--- src/sv/wcdh_fifo.sv ---
module wcdh_fifo #(
    parameter int WIDTH = 8,
    parameter int DEPTH = 4
) (
    input  logic             i_clk,
    input  logic             i_rst_n,
    input  logic             i_push,
    input  logic [WIDTH-1:0] i_data,
    input  logic             i_pop,
    output logic [WIDTH-1:0] o_data,
    output logic             o_full,
    output logic             o_empty
);

    localparam int PW = $clog2(DEPTH);

    logic [WIDTH-1:0] r_buf [DEPTH];
    logic [PW-1:0]    r_wp, r_rp;
    logic [PW:0]      r_cnt;

    assign o_full  = (r_cnt == (PW+1)'(DEPTH));
    assign o_empty = (r_cnt == '0);
    assign o_data  = r_buf[r_rp];

    always_ff @(posedge i_clk) begin
        if (i_push) begin
            r_buf[r_wp] <= i_data;
        end
        if (!i_rst_n) begin
            r_wp  <= '0;
            r_rp  <= '0;
            r_cnt <= '0;
        end else begin
            if (i_push) begin
                r_wp <= (r_wp == PW'(DEPTH-1)) ? '0 : r_wp + 1'b1;
            end
            if (i_pop) begin
                r_rp <= (r_rp == PW'(DEPTH-1)) ? '0 : r_rp + 1'b1;
            end
            r_cnt <= r_cnt + (PW+1)'(i_push) - (PW+1)'(i_pop);
        end
    end

endmodule

--- config.mk ---
export PLATFORM = sky130hd
export DESIGN_NAME = wcdh_fifo
export DESIGN_NICKNAME = d
export VERILOG_FILES = /design/src/sv/wcdh_fifo.sv
export SDC_FILE = /design/constraint.sdc
export NUM_CORES = 1
export LEC_CHECK = 0
export BUFFER_PORTS_ARGS = -buffer_cell sky130_fd_sc_hd__buf_2
export CELL_PAD_IN_SITES_DETAIL_PLACEMENT = 1
export CELL_PAD_IN_SITES_GLOBAL_PLACEMENT = 2
export CORE_MARGIN = 2
export CORE_UTILIZATION = 37
export DETAILED_ROUTE_END_ITERATION = 8
export PLACE_DENSITY_LB_ADDON = 0.1
export SETUP_SLACK_MARGIN = 0.02
export SYNTH_ARGS = -nofsm -noshare
export SYNTH_HDL_FRONTEND = slang
export SYNTH_SLANG_ARGS = --single-unit
--- constraint.sdc ---
create_clock -name i_clk -period 1.49 [get_ports i_clk]
set_input_delay 0.298 -clock i_clk [delete_from_list [all_inputs] [get_ports i_clk]]
set_output_delay 0.298 -clock i_clk [all_outputs]
set_load 0.005 [all_outputs]
# [Word level (Yosys, flattened, before mapping)]
# Memory sizes are Yosys's and may differ from the RTL's. A register that Yosys moved wholly into a read port is not among the register bits.
# Cells that the tools add are included.
[word_totals] regBits=7 latch_bits=0 mem_bits_rw=32 mem_bits_ro=0 inputBits=12 out_inout_bits=10 word_cells=18 n_memories=1
[memory_table] name="r_buf" words=4 width=8 rd=1 rd_ports_with_merged_regs=1 wr=1 line_no="17" text="logic [WIDTH-1:0] r_buf [DEPTH];"
[op_classes] add_sub_neg=4 multipliers=0 div_mod_pow=0 n_lt_le_gt_ge=0 n_eq_ne=3 shifts=0 mux=6 bitwise_logic=0 n_reduce_logical=1
[ops] op="2-to-1 mux 2 bit" count=4
[ops] op="adder 2 x 1 -> 2 bit (second input constant)" count=2
[ops] op="equality test 2 bit (second input constant)" count=2
[ops] op="adder 3 x 1 -> 3 bit" count=1
[ops] op="equality test 3 bit (second input constant)" count=1
[ops] op="zero test 3 bit" count=1
[ops] op="subtractor 3 x 1 -> 3 bit" count=1
[ops] op="2-to-1 mux 1 bit" count=2

# [Logic depth before layout (Yosys ltp)]
[logic_depth] word_depth=4 depth_mapped=7 depth_no_buf=7

# [Least setup slack after synthesis]
# Ideal clock, no wire load.
[synth_path] path_type="register to register" from="reg r_cnt[0]" to="reg r_cnt[2]" setup_time_ns=0.116 arrival_time_ns=1.392 t_required_ns=1.374 slack_ns=-0.017 stages_incl_launch_ff=8 path_buffers=0 cell_sequence="dfxtp_1 -> inv_1 -> ha_1 -> inv_1 -> ha_1 -> fa_1 -> xor3_1 -> nor2_1"
[synth_via] elab_chain_len=2
[synth_lines] item="from (decl)" line_no="19" text="logic [PW:0] r_cnt;"
[synth_lines] item="from (signal assigned)" line_no="40" text="r_cnt <= r_cnt + (PW+1)'(i_push) - (PW+1)'(i_pop);"
[synth_lines] item="adder 3 x 1 -> 3 bit" line_no="40"
[synth_lines] item="subtractor 3 x 1 -> 3 bit" line_no="40"
# No other way between the ends.
# A chain may end at the register's enable or synchronous reset.

==> flow_metrics.env <==
export IMPL_grt_max_degree=13
export IMPL_syn_num_nets=106
export IMPL_grt_setup_unrepaired="yes"
export IMPL_synth_seq_cells=41
export IMPL_cts_max_path_buffers=2
export IMPL_core_area_sq_mm=0.00426
export IMPL_skew_ns=0.00366
export IMPL_grt_total_usage=0.124
export IMPL_cp_max_fo=7
export IMPL_power_ir_vdd_worst_v=0.000501
export IMPL_avgSynthCellArea_sq_um=18.8
export IMPL_synth_common_cells="edfxtp_1 (32), dfxtp_1 (9), mux4_2 (8), ha_1 (7), inv_1 (7)"
export IMPL_clkLatencyLatePin_ns=0.28
export IMPL_synth_most_common_cell="edfxtp_1"
export IMPL_dr_pass1_iters=4
export IMPL_via_count=806
export IMPL_ctsRootBufferMaster="clkbuf_8"
export IMPL_ys_top_cells_by_area="edfxtp_1 (59%), dfxtp_1 (11%), mux4_2 (11%)"
export IMPL_clock_sinks=41
export IMPL_grt_first_pass_wirelength_um=4470
export IMPL_htree_levels=2
export IMPL_syn_instance_count=86
export IMPL_dp_hpwl_um=1900
export IMPL_drt_vias_per_instance=4.63
export IMPL_yosysSeqAreaShare=0.706
export IMPL_slew_violations=0
export IMPL_synthFlopType="edfxtp_1"
export IMPL_worstMarginPinSlew_ns=0.242
export IMPL_synth_cell_area_sq_mm=0.00162
export IMPL_hold_path_class="input port to flip-flop"
export IMPL_cp_required_ns=1.19
export IMPL_ant_nets=0
export IMPL_register_area_sq_mm=0.00114
export IMPL_core_rowCount=24
export IMPL_timing_fmax_ghz=0.579
export IMPL_worst_setup_path_type="flip-flop to output port"
export IMPL_io_pins=22
export IMPL_numCtsBuffers=5
export IMPL_layout_setup_ws_ns=-0.237
export IMPL_startpoint_type="flip-flop"
export IMPL_hold_viol_final=0
export IMPL_drt_iter0_markers=53
export IMPL_total_leakage_power_nw=0.752
export IMPL_syn_to_final_growth_pct=23.5
export IMPL_die_x_um=70.1
export IMPL_layout_nets=141
export IMPL_placed_cells=165
export IMPL_critPathCaptureType="output port"
export IMPL_stdcell_count=174
export IMPL_die_area_sq_mm=0.00491
export IMPL_overflow=0
export IMPL_wl_um=2680
export IMPL_ys_types=17
export IMPL_finalCriticalPeriod_ns=1.73
export IMPL_power_density_mw_per_mm2=1220
export IMPL_cts_tree="built"
export IMPL_violations="setup timing"
export IMPL_wl_per_cell_um=15.4
export IMPL_io_buffers=21
export IMPL_post_place_ws_ns=-0.143
export IMPL_place_congestion=0.642
export IMPL_drive_above_1_share=0.418
export IMPL_yosys_area_top_type="edfxtp_1"
export IMPL_die_y_um=70.1
export IMPL_ctsHoldBuffers=0
export IMPL_n_fill_cell=423
export IMPL_ys_warn_count=0
export IMPL_relSlewSlack=0.838
export IMPL_status="finished with violations"
export IMPL_multi_input_area_sq_um=459
export IMPL_synth_edf_count=32
export IMPL_setup_viol=9
export IMPL_async_flop_share=0
export IMPL_maxCapViolCount=0
export IMPL_grt_pass1_vias=869
export IMPL_clk_pin_slew_ns=0.07
export IMPL_initial_core_util=0.379
export IMPL_finalCritPeriodShare=1.16
export IMPL_drc=0
export IMPL_yosysTopAreaCellShare=0.595
export IMPL_cp_data_arrival_time_ns=1.43
export IMPL_diodes=0
export IMPL_grt_antenna_before_repair=0
worst paths after layout:
check             slack [ns]               endpoint  depth (start not counted)            startpoint
setup / recovery       -0.24              o_data[2]                          3             flip-flop
hold / removal          0.23  r_buf[1][1]$_DFFE_PP_                          1             i_data[1]
setup reg to reg           0    r_cnt[1]$_SDFF_PN0_                          6   r_cnt[0]$_SDFF_PN0_
hold reg to reg         0.52              flip-flop                          2  r_rp[0]$_SDFFE_PN0P_
critical path: stages, from the launching register on:
cell and delay [ns]:
dfxtp_2 0.35, buf_12 0.14, mux4_2 0.51, buf_2 0.14
area by class of cell:
class | instances | share of cell area
tap | 52 | 0.0326
inverter | 7 | 0.0132
multi-input combinational | 36 | 0.230
clock buffer | 8 | 0.0452
sequential | 41 | 0.573
timing repair buffer | 30 | 0.105
registers in the layout, summed over array words and instances (netlist names), named ones only:
name,flops
r_wp,2
r_rp,2
r_cnt,3
r_buf,32
power breakdown:
part,internal (W),leakage (nW),switching [W]
Combinational,0.000213,0.338,0.000152
Sequential,0.00131,0.369,0.0000382
Clock,0.000377,0.0455,0.000337
Total,0.00190,0.752,0.000527
logic make-up (layout without fill, tap and decap cells):
| kind of cell | after synthesis | after routing | share of synthesized area |
|---|---|---|---|
| adders and majority gates | 8 | 8 | 0.0666 |
| AOI/OAI and AO/OA | 2 | 2 | 0.00620 |
| and+or+nand+nor | 15 | 15 | 0.0558 |
| DFF | 41 | 41 | 0.706 |
| xor gates and xnor gates | 1 | 1 | 0.0147 |
| buffers and inverters | 9 | 45 | 0.0263 |
| muxes | 10 | 10 | 0.124 |
stage by stage:
stage          power (W)  instance area (sq um)  setup TNS (ns)  utilization  hold slack (ns)
2_1_floorplan    0.00156                   1620       -0.000507            -            0.397
3_3_place_gp     0.00170                   1870          -0.159        0.438            0.503
3_5_place_dp     0.00172                   1870          -0.270        0.438            0.517
4_1_cts          0.00246                   1990           -1.84        0.466            0.218
5_1_grt          0.00255                   1990           -2.19        0.468            0.223
6_report         0.00242                   1990           -1.64        0.468            0.234
routing by layer:
metal  track usage  wire, um  vias up
li1              -         -      390
met1         0.146      1090      388
met2         0.206      1420       21
met3        0.0462       131        7
met4        0.0449        42        0
met5             0         0        -
layout by cell type, fill, tap and decap left out, drive strengths merged:
cell type,n
mux2i,2
mux4,8
edfxtp,32
xor3,1
a21oi,2
or3b,2
fa,1
ha,7
nor3,1
clkbuf,8
inv,7
and2,6
nor2,3
buf,30
dfxtp,9
nand2b,2
and3,1
what timing repair did:
action | in CTS | in global routing
buffers inserted | 0 | 1
gates resized for setup | 7 | 0
setup endpoints to repair | 10 | 10
pin swaps | 4 | 3
(Power assumes the default switching activity.)
